===== src/sv/nps_pkg.sv =====
package nps_pkg;

  localparam int PRIMARY_DEPTH = 4096;
  localparam int BAND_DEPTH    = 4096;

  localparam int COORD_W = 24;
  localparam int DIFF_W  = COORD_W + 1;
  localparam int SQ_W    = 2 * COORD_W;
  localparam int SUM_W   = SQ_W + 2;
  localparam int DIST_W  = 52;
  localparam int OIDX_W  = 12;
  localparam int POINT_W = 3 * COORD_W;

  localparam int PRI_AW = (PRIMARY_DEPTH > 1) ? $clog2(PRIMARY_DEPTH) : 1;
  localparam int BND_AW = (BAND_DEPTH > 1) ? $clog2(BAND_DEPTH) : 1;
  localparam int IDX_W  = (PRI_AW > BND_AW) ? PRI_AW : BND_AW;

  localparam int PRI_CW = $clog2(PRIMARY_DEPTH + 1);
  localparam int BND_CW = $clog2(BAND_DEPTH + 1);
  localparam int CNT_W  = (PRI_CW > BND_CW) ? PRI_CW : BND_CW;

  localparam int APB_AW = 3;
  localparam int APB_DW = 32;

  localparam logic [1:0] MODE_LOAD_PRI  = 2'd0;
  localparam logic [1:0] MODE_LOAD_BAND = 2'd1;
  localparam logic [1:0] MODE_QUERY     = 2'd2;

  localparam logic REG_BAND_LOW  = 1'b0;
  localparam logic REG_BAND_HIGH = 1'b1;

  typedef struct packed {
    logic signed [COORD_W-1:0] x;
    logic signed [COORD_W-1:0] y;
    logic signed [COORD_W-1:0] z;
  } point_t;

  typedef struct packed {
    logic              valid;
    logic [IDX_W-1:0]  idx;
    logic [SUM_W-1:0]  sum_sq;
  } cand_t;

endpackage


===== src/sv/nps_dist.sv =====
module nps_dist
  import nps_pkg::*;
(
  input  logic             clk_i,
  input  logic             rst_ni,
  input  logic             vld_i,
  input  logic [IDX_W-1:0] idx_i,
  input  point_t           pt_i,
  input  point_t           qry_i,
  output cand_t            cand_o
);

  logic                     s1_vld_q, s2_vld_q, s3_vld_q;
  logic [IDX_W-1:0]         s1_idx_q, s2_idx_q, s3_idx_q;
  logic signed [DIFF_W-1:0] dx_q, dy_q, dz_q;
  logic [SQ_W-1:0]          sx_q, sy_q, sz_q;
  logic [SUM_W-1:0]         sum_q;

  logic signed [2*DIFF_W-1:0] px, py, pz;

  always_comb begin
    px = dx_q * dx_q;
    py = dy_q * dy_q;
    pz = dz_q * dz_q;
  end

  always_ff @(posedge clk_i or negedge rst_ni) begin
    if (!rst_ni) begin
      s1_vld_q <= 1'b0;
      s2_vld_q <= 1'b0;
      s3_vld_q <= 1'b0;
    end else begin
      s1_vld_q <= vld_i;
      s2_vld_q <= s1_vld_q;
      s3_vld_q <= s2_vld_q;
    end
  end

  always_ff @(posedge clk_i) begin
    s1_idx_q <= idx_i;
    dx_q     <= DIFF_W'(pt_i.x) - DIFF_W'(qry_i.x);
    dy_q     <= DIFF_W'(pt_i.y) - DIFF_W'(qry_i.y);
    dz_q     <= DIFF_W'(pt_i.z) - DIFF_W'(qry_i.z);
    s2_idx_q <= s1_idx_q;
    // each square stays below 2^48, so the sign bits carry nothing
    sx_q     <= px[SQ_W-1:0];
    sy_q     <= py[SQ_W-1:0];
    sz_q     <= pz[SQ_W-1:0];
    s3_idx_q <= s2_idx_q;
    sum_q    <= SUM_W'(sx_q) + SUM_W'(sy_q) + SUM_W'(sz_q);
  end

  assign cand_o.valid  = s3_vld_q;
  assign cand_o.idx    = s3_idx_q;
  assign cand_o.sum_sq = sum_q;

endmodule


===== config.mk =====
export PLATFORM = sky130hd
export DESIGN_NAME = nps_dist
export DESIGN_NICKNAME = d
export VERILOG_FILES = /design/src/sv/nps_pkg.sv /design/src/sv/nps_dist.sv
export SDC_FILE = /design/constraint.sdc
export NUM_CORES = 2
export LEC_CHECK = 0
export BUFFER_PORTS_ARGS = -buffer_cell sky130_fd_sc_hd__buf_2
export CAP_MARGIN = 20
export CORE_ASPECT_RATIO = 0.6
export CORE_MARGIN = 5
export CORE_UTILIZATION = 35
export CTS_CLUSTER_DIAMETER = 100
export DETAILED_ROUTE_END_ITERATION = 8
export GPL_TIMING_DRIVEN = 0
export PLACE_DENSITY_LB_ADDON = 0.1
export SETUP_SLACK_MARGIN = 0.02
export SKIP_LAST_GASP = 1
export SLEW_MARGIN = 20
export SYNTH_ARGS = -nofsm -noshare
export SYNTH_HDL_FRONTEND = slang
export SYNTH_SLANG_ARGS = --single-unit

===== constraint.sdc =====
create_clock -name clk_i -period 19.7 [get_ports clk_i]
set_clock_uncertainty 0.2 [all_clocks]
set_input_delay 3.94 -clock clk_i [delete_from_list [all_inputs] [get_ports clk_i]]
set_output_delay 3.94 -clock clk_i [all_outputs]
set_load 0.01 [all_outputs]

==> impl_metrics.env <==
export IMPL_drc=0
export IMPL_dpl_cell_area_mm2=0.0774
export IMPL_synth_fa_ha_area_share_pct=59.9
export IMPL_holdBufCountCts=0
export IMPL_ys_warn_count=0
export IMPL_cts_buffers=43
export IMPL_min_to="s3_idx_q[5]$_DFF_P_"
export IMPL_grt_usage_pct=22.0
export IMPL_criticalPathCategory="flop to flop"
export IMPL_grt_pass1_vias=53926
export IMPL_holdWs_ns=0.126
export IMPL_synth_top_family_by_area="adder cells"
export IMPL_final_hold_viol_count=0
export IMPL_status="complete, no violations"
export IMPL_ys_flop_type="dfxtp_1"
export IMPL_yosysTopAreaCellShare_pct=50.1
export IMPL_crit_fanout=10
export IMPL_start_util_pct=35.3
export IMPL_firstDrtPassIters=5
export IMPL_cts_tree="yes"
export IMPL_die_x_um=599
export IMPL_rsz0062_at_grt="no"
export IMPL_fin_crit_sh_pct=54.6
export IMPL_post_cts_setup_buffer_count=0
export IMPL_fp_row_count=129
export IMPL_worst_endpoint_required_ns=19.98
export IMPL_postLayoutCellArea_mm2=0.0789
export IMPL_slew_headroom_pct=20.1
export IMPL_vias=50024
export IMPL_nNetsFinal=10315
export IMPL_maxCapViolCount=0
export IMPL_drtIter0Drc=3691
export IMPL_insertion_delay_ns=0.67
export IMPL_synth_edf_count=0
export IMPL_wirelength_um=232000
export IMPL_layout_drive_gt1_share_pct=4.51
export IMPL_clock_path_buffers=3
export IMPL_synth_xor_area_share_pct=3.60
export IMPL_cp_arrival_ns=11.02
export IMPL_synth_compound_area_share_pct=6.10
export IMPL_max_freq_mhz=93.1
export IMPL_die_area_mm2=0.217
export IMPL_reg2reg_slack_ns=8.95
export IMPL_endpoint_kind="flop"
export IMPL_antenna_found_initial=25
export IMPL_core_area_mm2=0.206
export IMPL_synth_mux_area_share_pct=0.0705
export IMPL_synthTopCellsByArea="fa_1 50%, inv_1 11%, ha_1 9.7%"
export IMPL_syn_area_mm2=0.0728
export IMPL_path_clk_slew_ns=0.06
export IMPL_antenna_left=0
export IMPL_viasPerCell=4.74
export IMPL_whs_path_depth=0
export IMPL_worst_pin_slew_ns=1.20
export IMPL_finalCriticalPeriod_ns=10.75
export IMPL_avgRoutedWirePerCell_um=22.0
export IMPL_grt_max_degree=16
export IMPL_synth_largest_area_cell="fa_1"
export IMPL_synthArstFlopShare_pct=0.984
export IMPL_numPortBuffers=221
export IMPL_holdCritStartpoint="s2_idx_q[5]$_DFF_P_"
export IMPL_finalSetupViolCount=0
export IMPL_cts_root_buffer="clkbuf_16"
export IMPL_synthTopCellsByCount="2155 x inv_1, 1822 x fa_1, 590 x nand2_1, 567 x ha_1, 358 x and2_1"
export IMPL_yosys_area_share_simple_pct=9.84
export IMPL_gp_congestion=0.922
export IMPL_netlist_cell_type_count=85
export IMPL_yosysMostFrequentCell="inv_1"
export IMPL_start_kind="flop"
export IMPL_io_pins=222
export IMPL_cts_sinks=305
export IMPL_die_h_um=363
export IMPL_ys_seq_elements=305
export IMPL_grt_pass1_wl_um=355000
export IMPL_dp_hpwl_um=204000
export IMPL_synthCells=7499
export IMPL_syn_to_final_growth_pct=8.41
export IMPL_slew_viol_final=0
export IMPL_synth_area_per_cell_um2=9.71
export IMPL_tns_ns=0
export IMPL_reg2reg_depth=26
export IMPL_grt_overflow_total=0
export IMPL_worstReg2RegStart="dx_q[9]$_DFF_P_"
export IMPL_h_tree_depth=2
export IMPL_cts_repair_resized=0
export IMPL_hold_path_class="flop to flop"
export IMPL_timing_rr_end="sx_q[45]$_DFF_P_"
export IMPL_yosysSeqAreaShare_pct=8.41
==> flip-flops by register name, indices dropped and copies added, names as in the netlist <==
name,count
s2_idx_q,12
sy_q,47
sz_q,47
sx_q,47
dy_q,25
s3_vld_q,1
s2_vld_q,1
s3_idx_q,12
s1_idx_q,12
dx_q,25
s1_vld_q,1
dz_q,25
sum_q,50
==> critical path, cell delays in order, from the launching register on <==
cell and delay [ns]:
dfxtp_1 0.50, clkbuf_1 0.88, clkbuf_1 0.82, nand2_1 0.23, fa_1 0.55, fa_1 0.56
inv_1 0.06, fa_1 0.50, inv_1 0.06, fa_1 0.54, inv_1 0.05, fa_1 0.45
fa_1 0.50, inv_1 0.05, fa_1 0.56, inv_1 0.07, ha_1 0.36, nand3_1 0.09
nor3_1 0.35, a211oi_1 0.30, o31ai_1 0.87, a41oi_1 0.52, o211ai_1 0.45, nand2_1 0.17
o2111ai_1 0.25, a21oi_1 0.11, xnor2_1 0.49
==> placed cells by master (no fill, tap or decap), types with 207 or more instances in the layout <==
cell type     n
inv_1      2155
fa_1       1822
nand2_1     590
ha_1        567
and2_1      358
dfxtp_1     302
buf_2       224
nor2_1      222
xnor2_1     221
a21oi_1     207
==> logic make-up after synthesis <==
kind of cell | Yosys count
muxes | 5
adders and majority gates | 2389
AOI/OAI and AO/OA | 674
buffers and inverters | 2347
DFF | 305
xor gates and xnor gates | 299
other | 1
and+or+nand+nor | 1479
==> per-stage QoR <==
step,cells,util (%),setup slack (ns)
2_1_floorplan,7501,-,12.36
3_3_place_gp,10473,37.5,9.37
3_5_place_dp,10473,37.5,9.32
4_1_cts,10552,38.2,9.26
5_1_grt,10553,38.2,8.77
6_report,10563,38.2,8.95
==> area by class of cell <==
type                    count  area, um^2
diodes                     11        27.5
plain buffers             188         716
clock inverters            32         408
inverters                2159        8100
clock buffers              47        1110
repair buffers            221        1110
fillers                 20967      128000
flip-flops and latches    305        6120
well taps                2751        3440
multi-input cells        4849       57900
==> worst max-delay path by stage <==
stage / from / to / slack (ns)
global placement: dx_q[9]$_DFF_P_ / sx_q[45]$_DFF_P_ / 9.37
finish: dx_q[9]$_DFF_P_ / sx_q[45]$_DFF_P_ / 8.95
CTS: dx_q[9]$_DFF_P_ / sx_q[45]$_DFF_P_ / 9.26
floorplan: dz_q[15]$_DFF_P_ / sz_q[46]$_DFF_P_ / 12.36
detailed placement: dx_q[9]$_DFF_P_ / sx_q[45]$_DFF_P_ / 9.32
global route: dx_q[9]$_DFF_P_ / sx_q[45]$_DFF_P_ / 8.77
==> layer usage <==
layer  wire (um)  GRT usage (%)
met1      123000           37.0
met2       82800           27.4
met3       24100           6.73
met4        2490           2.40
met5           0              0
Power is left out: the tool's default activity adds up to more than one toggle a clock period on the data nets, which glitch-free logic cannot reach.
