===== src/sv/nps_ram.sv =====
module nps_ram #(
  parameter int WIDTH = 8,
  parameter int DEPTH = 16
) (
  input  logic                                        clk_i,
  input  logic                                        we_i,
  input  logic [((DEPTH > 1) ? $clog2(DEPTH) : 1)-1:0] waddr_i,
  input  logic [WIDTH-1:0]                            wdata_i,
  input  logic [((DEPTH > 1) ? $clog2(DEPTH) : 1)-1:0] raddr_i,
  output logic [WIDTH-1:0]                            rdata_o
);

  logic [WIDTH-1:0] mem_q [DEPTH];

  always_ff @(posedge clk_i) begin
    if (we_i) begin
      mem_q[waddr_i] <= wdata_i;
    end
    rdata_o <= mem_q[raddr_i];
  end

endmodule


===== config.mk =====
export PLATFORM = sky130hd
export DESIGN_NAME = nps_ram
export DESIGN_NICKNAME = d
export VERILOG_FILES = /design/src/sv/nps_ram.sv
export SDC_FILE = /design/constraint.sdc
export NUM_CORES = 1
export LEC_CHECK = 0
export BUFFER_PORTS_ARGS = -buffer_cell sky130_fd_sc_hd__buf_2
export CORE_ASPECT_RATIO = 0.75
export CORE_MARGIN = 2
export CORE_UTILIZATION = 55
export CTS_CLUSTER_DIAMETER = 150
export DETAILED_ROUTE_END_ITERATION = 8
export PLACE_DENSITY = 0.73
export SYNTH_ARGS = -nofsm -noshare
export SYNTH_HDL_FRONTEND = slang
export SYNTH_SLANG_ARGS = --single-unit
export TNS_END_PERCENT = 1

===== constraint.sdc =====
create_clock -name clk_i -period 4.1 [get_ports clk_i]
set_input_delay 0.205 -clock clk_i [delete_from_list [all_inputs] [get_ports clk_i]]
set_output_delay 0.205 -clock clk_i [all_outputs]
set_load 0.02 [all_outputs]

==> run summary, run 1 <==
The die footprint is 0.0102 mm², and the floorplan core area is 0.00908 mm². In this run the static leakage power is 1.98 nW. Setup repair after global routing left no endpoint under its margin. Number of buffers added by the clock tree synthesis step: 17. Launching instance or port of the critical path: waddr_i[2]. Cell internal power was estimated by the tool at 2.56 mW.

Synthesis produced a netlist with a net count of 247. Number of global-route vias before repair: 2335. The capture instance of the worst register-to-register path was rdata_o[6]$_DFF_P_. Combinational cells account for 4.7% of the total power.

TritonCTS built the clock tree. Number of iterations in the first detailed-routing pass: 4. The detailed placement HPWL is 6.17 mm. The worst setup path endpoint is mem_q[0][0]$_DFFE_PP_. Sequential cells account for 49.3% of the total power. The type of the worst setup path is in -> reg. After filler insertion, the fill cell instance count of the layout stands at 622.

The tree is rooted in a sky130_fd_sc_hd__clkbuf_16. The run finished with clean final reports. The worst endpoint required time is 4110 ps, and the number of placed I/O pins is 26. For the count of endpoints failing hold in the final timing report, the log shows 0. The aggregate routed wire length came out at 10.2 mm.

The sequential share of the synthesized area was 77.8%. The total of flip-flops plus latches after synthesis is 136, and the H-tree depth is 4. A synthesized cell averages 22.5 µm².

The worst setup path is captured at a flip-flop. The worst setup skew after layout is 8.42 ps. Based on the critical path, the design can be clocked at up to 0.547 GHz. Power comes to 3.18 mW.

The max-slew violation count was 0; the detailed-route wire length per cell was 25.1 µm. The clock power share came out at 46.0%. The tools report the number of nets in the layout as 282.

The run gives 13.4% as the worst relative slew slack. The analysis attributes to net switching a power of 0.621 mW. The placed instances occupy a cell area of 0.00536 mm².

The floorplan has 30 rows. Buffers added to address setup during post-CTS repair amount to 0. Once the floorplan was initialized, standard cells occupied 56.7% of the core. The synthesized design devotes to its leading area cell type 74.7% of total area. In the final timing run, aggregate negative setup slack is 0 ps. The proportion of layout cells with a drive suffix above 1 was 26.4%. At the later pin of the worst-skew pair, clock insertion delay measures 410 ps. In this run the vertical extent of the chip is 87.8 µm. 0 antenna diodes ended up in the layout. The tools report the maximum clock path buffer count as 2.

After synthesis, the cell types taking the most area are sky130_fd_sc_hd__edfxtp_1 75%, sky130_fd_sc_hd__mux4_2 7.9%, sky130_fd_sc_hd__mux4_1 7.1%. The average vias per placed instance was 5.78. Net switching is 19.5% of the power. The count of hold-fix buffers inserted at cts was 0. The clock period minus worst slack was 1830 ps; the clock transition at the registers of the reported paths was 50 ps. Across the VDD grid, the largest voltage drop is 0.419 mV. Dividing total power by cell area gives a power density of 535 mW/mm². After synthesis, the netlist uses 19 different library cells. Measured on the finished design, the core utilization comes to 65.3%. The number of nets still failing antenna checks after routing is 0. With fillers left out, the area of the finished cells amounts to 0.00593 mm². The tree built by TritonCTS fans out to 136 sinks.

Type of the worst min-delay path: in -> reg. Summed over all instances, the cell type with the most area after synthesis is sky130_fd_sc_hd__edfxtp_1. The initial antenna violation count is 0, and the period utilization is 44.6%. The pin count of the biggest net entering global routing is 33, and the number of design rule violations left after detail routing is 0. In this run, the number of DRC markers left after iteration 0 of detailed routing was 300. For the global-route usage over all layers, the log shows 22.5%. At the pin with the least slew margin, the transition time is 1290 ps.

The logs give 0 for the number of gates resized after CTS and 0 for the reported max-cap violation count. Global placement routability congestion: 0.705. Of all nets on the critical path, the largest fanout is 8. Yosys printed 0 warnings. The sort of element at the start of the critical path is an input pin.

In this run the horizontal extent of the chip is 116 µm. The critical path data arrival time is 1840 ps. The number of cells on the worst reg-to-reg path is 3. The tools report the final worst hold slack as 184 ps.

Compared with the post-synthesis result, the final layout area differs by 15.3%. The gate count after technology mapping was 229; the wire length of the first global-routing pass was 15.2 mm. The register-to-register path setup slack came out at 2670 ps. The logs give 0.00515 mm² for the area of the mapped netlist and 0 for the total of endpoints with negative setup slack in the final report. The detailed router placed 2340 vias in this run. The count of buffers added on input and output ports is 25. The tools report the beginning of the worst register-to-register path as mem_q[11][6]$_DFFE_PP_. The tools report the leftover overflow at the end of global routing as 0.
cells in the final DEF (no fill, tap or decap), types with 3 or more instances in the layout:
cell / count
sky130_fd_sc_hd__mux4_1: 14
sky130_fd_sc_hd__a22oi_1: 16
sky130_fd_sc_hd__edfxtp_1: 128
sky130_fd_sc_hd__clkinv_2: 5
sky130_fd_sc_hd__buf_2: 25
sky130_fd_sc_hd__nor2_1: 13
sky130_fd_sc_hd__nand2_1: 9
sky130_fd_sc_hd__clkbuf_16: 17
sky130_fd_sc_hd__dfxtp_1: 8
sky130_fd_sc_hd__bufinv_16: 3
sky130_fd_sc_hd__clkbuf_1: 4
sky130_fd_sc_hd__mux4_2: 18
sequential cells by signal, summed over array words and instances (netlist names):
signal and count:
rdata_o 8, mem_q 128
per-stage QoR:
stage,cells,worst slack [ps]
after floorplan,229,2400
after global placement,373,1850
after detailed placement,373,1820
after CTS,405,2270
after global routing,405,2120
final,405,2270
cell families (layout without fill, tap and decap cells):
group	after synthesis	after routing	share of synthesized area, %
AND/OR/NAND/NOR	35	35	3.18
buffers and inverters	10	58	1.68
flip-flops	136	136	77.8
multiplexers	32	32	15.0
AO/OA/AOI/OAI	16	16	2.33
area by class of cell:
type | instances | area [µm²] | share of cell area (%)
clock buffers | 21 | 440 | 7.42
clock inverters | 11 | 130 | 2.19
multi-input cells | 83 | 1070 | 18.0
flip-flops and latches | 136 | 4000 | 67.5
well taps | 128 | 160 | 2.70
repair buffers | 26 | 133 | 2.23
power by group through the flow:
stage / Sequential, mW / Combinational [mW] / Clock, mW
floorplan: 1.60 / 0.0789 / 0
global placement: 1.59 / 0.145 / 0
detailed placement: 1.60 / 0.148 / 0
CTS: 1.57 / 0.149 / 1.48
global route: 1.57 / 0.160 / 1.55
finish: 1.57 / 0.148 / 1.46
critical path: stages:
cell                     delay, ps
sky130_fd_sc_hd__buf_2         120
sky130_fd_sc_hd__or3b_2        520
sky130_fd_sc_hd__nor3_1       1000
worst min path at each step:
stage	from	endpoint	slack (ps)	cells after the start
floorplan	wdata_i[0]	mem_q[0][0]$_DFFE_PP_	300	0
global placement	wdata_i[1]	mem_q[7][1]$_DFFE_PP_	590	1
detailed placement	wdata_i[0]	mem_q[5][0]$_DFFE_PP_	600	1
CTS	wdata_i[0]	mem_q[10][0]$_DFFE_PP_	170	1
global route	wdata_i[0]	mem_q[9][0]$_DFFE_PP_	190	1
finish	wdata_i[1]	mem_q[0][1]$_DFFE_PP_	180	1
cells in the mapped netlist (all sizes together):
master         number
edfxtp            128
mux4               32
a22oi              16
nor2               13
nand2               9
dfxtp               8
buf                 7
nor3                4
clkdlybuf4s25       3
nand2b              2
nand3b              2
and2                1
and2b               1
nand3               1
nor2b               1
or3b                1
routing by layer:
layer	up-vias	track usage (%)	routed length, µm
li1	1045	-	-
met1	1160	34.8	4420
met2	128	31.3	4580
met3	7	7.54	1130
met4	0	6.06	52
met5	-	0	0
Note: power is estimated with default switching activity, not from simulation.
==> run 2, diff against run 1 <==
CORE_UTILIZATION = 54   (was 55)
PLACE_DENSITY = 0.74   (was 0.73)
clock period = 1.6 ns   (was 4.1 ns; I/O delays follow)
==> run summary, run 2 (synthesis results as in run 1) <==
The flow ran to the end, and the final reports show no timing, DRC or antenna violations. STA puts the critical path data arrival time at 1650 ps. For this design, the sink count on the clock tree is 136. In the final routed layout, each cell accounts on average for 23.0 µm. CTS built an H-tree with a depth of 4. The leftover overflow at the end of global routing came out at 0. The reported max-cap violation count was 0. The worst setup path is launched from a flip-flop.

The run gives 0.00106 mm² as the combined area of the multi-input logic cells. Based on the critical path, the design can be clocked at up to 0.734 GHz. The aggregate routed wire length is 9.83 mm, and the filler cell count in the final layout is 620. The average vias per placed instance came out at 5.72.

For the final instance count without filler cells, the log shows 427. The clock passes through at most 2 buffers. The period utilization was 85.1%; the global placement routability congestion was 0.725. The final-layout setup total negative slack is 0 ps.

The static leakage power is 2.11 nW, and the total power divided by cell area is 1330 mW/mm². Summing all placed instances gives a cell area of 0.00556 mm². Entering global routing, the biggest net connects 18 pins. For this block, the initial DRC count from the detailed router was 263. The number of nets still failing antenna checks after routing was 0; the wire length of the first global-routing pass was 14.6 mm.

Most common cell after layout, fill and taps aside: sky130_fd_sc_hd__edfxtp_1. Across all hold checks on the routed design, the worst slack comes to 48.5 ps. Broken down by cell family, the worst path's largest delay share belongs to multiplexers. Measured against its own limit, the worst slew margin works out to 74.7%. For this configuration, the core starts out at a cell density of 56.2%.

The largest registers in the layout are mem_q (128), rdata_o (8). The root buffer cell chosen for the clock tree is sky130_fd_sc_hd__clkbuf_16. For the cell area after layout, the log shows 0.00613 mm². In the layout the commonest cells are 128 x sky130_fd_sc_hd__edfxtp_1, 25 x sky130_fd_sc_hd__buf_2, 20 x sky130_fd_sc_hd__buf_4, 18 x sky130_fd_sc_hd__mux4_2, 17 x sky130_fd_sc_hd__clkbuf_16.

The floorplan die width was 117 µm. The run gives 238 ps as the worst setup margin. The logs give 2478 for the number of global-route vias before repair and 0.0103 mm² for the die footprint. The number of antenna cells inserted is 0. The critical path goes through mux4_2 > a22oi_1 > nand2_1. After floorplanning, the core was sized to cover 0.00916 mm². The detailed placement HPWL was 6.20 mm; the clock period minus worst slack was 1360 ps. Setup repair after global routing left no endpoint under its margin.

In this run the tool buffered the top-level ports with 25 buffer cells. At the placement stage, the worst setup path has a slack of 136 ps. In the final layout, the share of cells above drive strength 1 is 30.8%. For the count of endpoints failing hold in the final timing report, the log shows 0. At the worst endpoint, the required time is 1880 ps. The number of flip-flops under the largest register name was 128; the number of placed I/O pins was 26.

In this run the core area contains 30 standard-cell rows. Across the VDD grid, the largest voltage drop is 1.17 mV. Initial antenna violation count: 0. Counting tap cells, the placed design contains a total of 395 instances. The detailed router placed 2441 vias in this run. The count of hold-fix buffers inserted at cts was 0. After detailed routing, the number of remaining DRC violations is 0. Global routing used 21.4% of the available tracks.

The sequential cell area in the final layout came out at 0.00400 mm². STA classifies the critical path endpoint as a flip-flop. Across the routed clock network, the largest skew measured is 5.88 ps. The highest net fanout along the worst path was 1; the number of nets in the layout was 304.

The number of gates resized after CTS was 0. Counting the buffers created by CTS gives 17. The worst-margin pin slew was 380 ps. The max-slew violation count is 0, and the sum of buffers and inverters on the critical path is 0. The slowest stage cell on the critical path was sky130_fd_sc_hd__mux4_2.

TritonCTS built the clock tree. The worst setup path is of the reg -> reg kind. The post-synthesis to final-layout area growth is 19.0%. The first detailed-routing pass ran for 4 iterations.

Total of endpoints with negative setup slack in the final report: 0. After clock tree synthesis, the setup repair step added 0 buffers. The height of the die works out to 88.6 µm. The tightest min-delay check is of the in -> reg type. The top register by number of flip-flops was mem_q. Clock-pin slew was measured on the worst setup and hold paths at 60 ps. In this design, the stage delay of the slowest critical-path cell is 470 ps. Clock latency on the worst-skew pair, taken at its later pin, is 410 ps.
==> run 2: final timing paths <==
path              cells after the start                endpoint                    from  slack [ps]
hold reg to reg                       3      rdata_o[5]$_DFF_P_  mem_q[11][5]$_DFFE_PP_         680
setup / recovery                      3      rdata_o[7]$_DFF_P_   mem_q[3][7]$_DFFE_PP_         240
hold / removal                        1  mem_q[12][7]$_DFFE_PP_              wdata_i[7]          50
setup reg to reg                      3      rdata_o[7]$_DFF_P_   mem_q[3][7]$_DFFE_PP_         240
==> run 2: cell type report <==
| cell class | instances | area share, % |
|---|---|---|
| clock buffer | 20 | 7.13 |
| tap | 128 | 2.61 |
| clock inverter | 12 | 2.17 |
| timing repair buffer | 48 | 5.47 |
| multi-input combinational | 83 | 17.3 |
| sequential | 136 | 65.4 |
==> run 2: metal layers <==
metal | part of all wire [%] | wire length, µm | vias to the layer above | track usage, %
li1 | - | - | 1088 | -
met4 | 0.99 | 97 | 0 | 7.06
met5 | 0 | 0 | - | 0
met2 | 48 | 4740 | 54 | 32.1
met1 | 47 | 4630 | 1289 | 30.4
met3 | 3.8 | 373 | 10 | 7.12
==> run 2: metrics by stage <==
stage	util (%)	total power [mW]
after floorplan	-	4.31
after detailed placement	60.7	4.49
after CTS	66.9	8.24
final	66.9	8.16
after global placement	60.7	4.47
after global routing	66.9	8.42
==> run 2: power by group <==
group | switching (mW) | internal, mW | leakage (nW)
sequential | 0.0250 | 3.99 | 1.22
combinational | 0.229 | 0.170 | 0.605
clock | 1.34 | 2.41 | 0.277
total | 1.60 | 6.57 | 2.11
==> run 2: worst reg2reg max path, cell delays in order (launching register included) <==
cell and delay (ps):
sky130_fd_sc_hd__edfxtp_1 360, sky130_fd_sc_hd__mux4_2 470, sky130_fd_sc_hd__a22oi_1 270, sky130_fd_sc_hd__nand2_1 140
==> run 3, diff against run 2 <==
GPL_TIMING_DRIVEN = 0   (was unset)
==> run summary, run 3 (synthesis results as in run 1) <==
STA classifies the critical path startpoint as a flip-flop. For the pin with the worst max-slew slack, the measured transition is 1240 ps. The later pin in the worst-skew pair is clocked with a latency of 420 ps. Detailed routing inserted a total of 2463 vias. The initial antenna violation count is 1. Across the run, the number of max-cap violations was 0. At the worst endpoint, the arrival time is 1740 ps. The tools report the number of setup buffers added after CTS as 0. The clock transition at the registers of the reported paths is 50 ps, and the worst setup margin is 152 ps. The filler cell count in the final layout is 645. Setup violations remaining at the end of the flow were counted as 0. The die is 88.6 µm tall.

The run gives 4 as the number of iterations in the first detailed-routing pass. Setup repair after global routing left no endpoint under its margin. Data on the critical path is required at its endpoint by 1890 ps. TritonCTS created 17 clock buffers. The multi-input combinational cells in the finished layout cover a total of 0.00106 mm².

The run gives 0 as the count of endpoints failing hold in the final timing report. mem_q holds more flip-flops than any other register. In this run the power density over the cells is 1320 mW/mm². Worst supply voltage drop on vdd: 0.893 mV. The run gives 4 as the H-tree depth. Wires add up to 10.2 mm.

The run finished with clean final reports. After the flow finishes, the layout carries non-filler instances totaling 413. Summed over all nets, the half-perimeter wirelength after detailed placement is 6.49 mm. TritonCTS built the clock tree. The maximum operating frequency came out at 0.691 GHz. Leaving out fill and tap cells, the most frequent cell in the layout is sky130_fd_sc_hd__edfxtp_1. Summing all flip-flop and latch instances after layout gives 0.00400 mm². The number of global-route vias before repair came out at 2426.

Across the routed clock network, the largest skew measured is 6.34 ps. The highest net fanout along the worst path is 1, and the global-route usage over all layers is 22.5%. For the number of nets still failing antenna checks after routing, the log shows 0. The max-slew violation count was 0. The global placement routability congestion is 0.768, and the count of standard-cell rows is 30. The tools report the final-layout setup total negative slack as 0 ps. The clock period could shrink to 1450 ps. The floorplan step set the die width to 117 µm.

The path class of the tightest hold or removal check is in -> reg. The root buffer cell chosen for the clock tree is sky130_fd_sc_hd__clkbuf_16. The longest clock path from root to sink contains 2 buffers. The largest registers in the layout are mem_q (128), rdata_o (8). The library cells used most frequently in the layout, excluding fill and tap cells, are 128 x sky130_fd_sc_hd__edfxtp_1, 27 x sky130_fd_sc_hd__buf_2, 18 x sky130_fd_sc_hd__mux4_2, 17 x sky130_fd_sc_hd__clkbuf_16, 16 x sky130_fd_sc_hd__a22oi_1. The type of the worst setup path is reg -> reg.

After detailed placement, the design holds a cell count of 381. The number of antenna diodes in the final layout is 0. For this design the static power due to leakage is 2.00 nW. For this block, the initial DRC count from the detailed router was 249.

The worst slack after detailed placement is -678 ps, and the worst relative slew slack is 16.8%. For this run, design rule violations remaining after detail routing come to 0. Entering global routing, the biggest net connects 17 pins.

The floorplan core area came out at 0.00916 mm². The post-synthesis to final-layout area growth was 15.8%; the number of gates resized after CTS was 1. Number of flip-flops under the largest register name: 128.

The number of placed I/O pins is 26, and the die footprint is 0.0103 mm². In the final routed layout, each cell accounts on average for 24.7 µm. The worst setup path is captured at a flip-flop. The post-route netlist has 28.1% of its cells at a drive strength greater than 1. The logs give 0 for the leftover overflow at the end of global routing and 290 for the number of nets in the layout.

The count of hold-fix buffers inserted at cts was 0; the period utilization was 90.5%. The wire length of the first global-routing pass was 15.1 mm; the average vias per placed instance was 5.96. Number of I/O port buffers: 24. The tools report the sink count of the clock tree as 136. The initial utilization of the core area, before any placement, comes to 56.2%.
-- run 3: metal layers --
layer / global-route usage, % / part of all wire (%) / routed length (µm) / vias up
li1: - / - / - / 1066
met1: 31.4 / 42 / 4290 / 1287
met2: 33.1 / 47 / 4790 / 97
met3: 8.36 / 9.1 / 926 / 13
met4: 8.34 / 2.1 / 210 / 0
met5: 0 / 0 / 0 / -
-- run 3: path summary, 6_finish.rpt --
path / from / end / slack [ps] / depth (start not counted)
worst max-delay path: mem_q[6][0]$_DFFE_PP_ / rdata_o[0]$_DFF_P_ / 150 / 3
worst max register to register: mem_q[6][0]$_DFFE_PP_ / rdata_o[0]$_DFF_P_ / 150 / 3
worst min-delay path: wdata_i[6] / mem_q[12][6]$_DFFE_PP_ / 70 / 1
worst min register to register: mem_q[11][2]$_DFFE_PP_ / rdata_o[2]$_DFF_P_ / 680 / 3
-- run 3: critical path, cell delays in order, from the launching register on --
cell and delay, ps:
sky130_fd_sc_hd__edfxtp_1 370, sky130_fd_sc_hd__mux4_1 560, sky130_fd_sc_hd__a22oi_1 290, sky130_fd_sc_hd__nand2_1 100
-- run 3: through the flow --
step	cell area (µm²)	util (%)	hold slack, ps	total power [mW]
after floorplan	5150	-	179	4.31
after global placement	5430	59.3	483	4.47
after detailed placement	5430	59.3	495	4.49
after CTS	5960	65.1	56.1	7.90
after global routing	5960	65.1	64.6	8.10
final	5960	65.1	66.6	7.85
-- run 3: final cells by class --
type,instances,area share (%)
sequential,136,67.2
multi-input combinational,83,17.8
clock buffer,27,8.44
tap,128,2.69
timing repair buffer,24,2.02
buffer,10,1.45
clock inverter,5,0.420
-- run 3: report_power, final --
part           internal, mW  switching, mW  total [mW]
clock network          2.13           1.30        3.43
logic                 0.159          0.251       0.410
registers              3.99         0.0194        4.01
total                  6.27           1.57        7.85
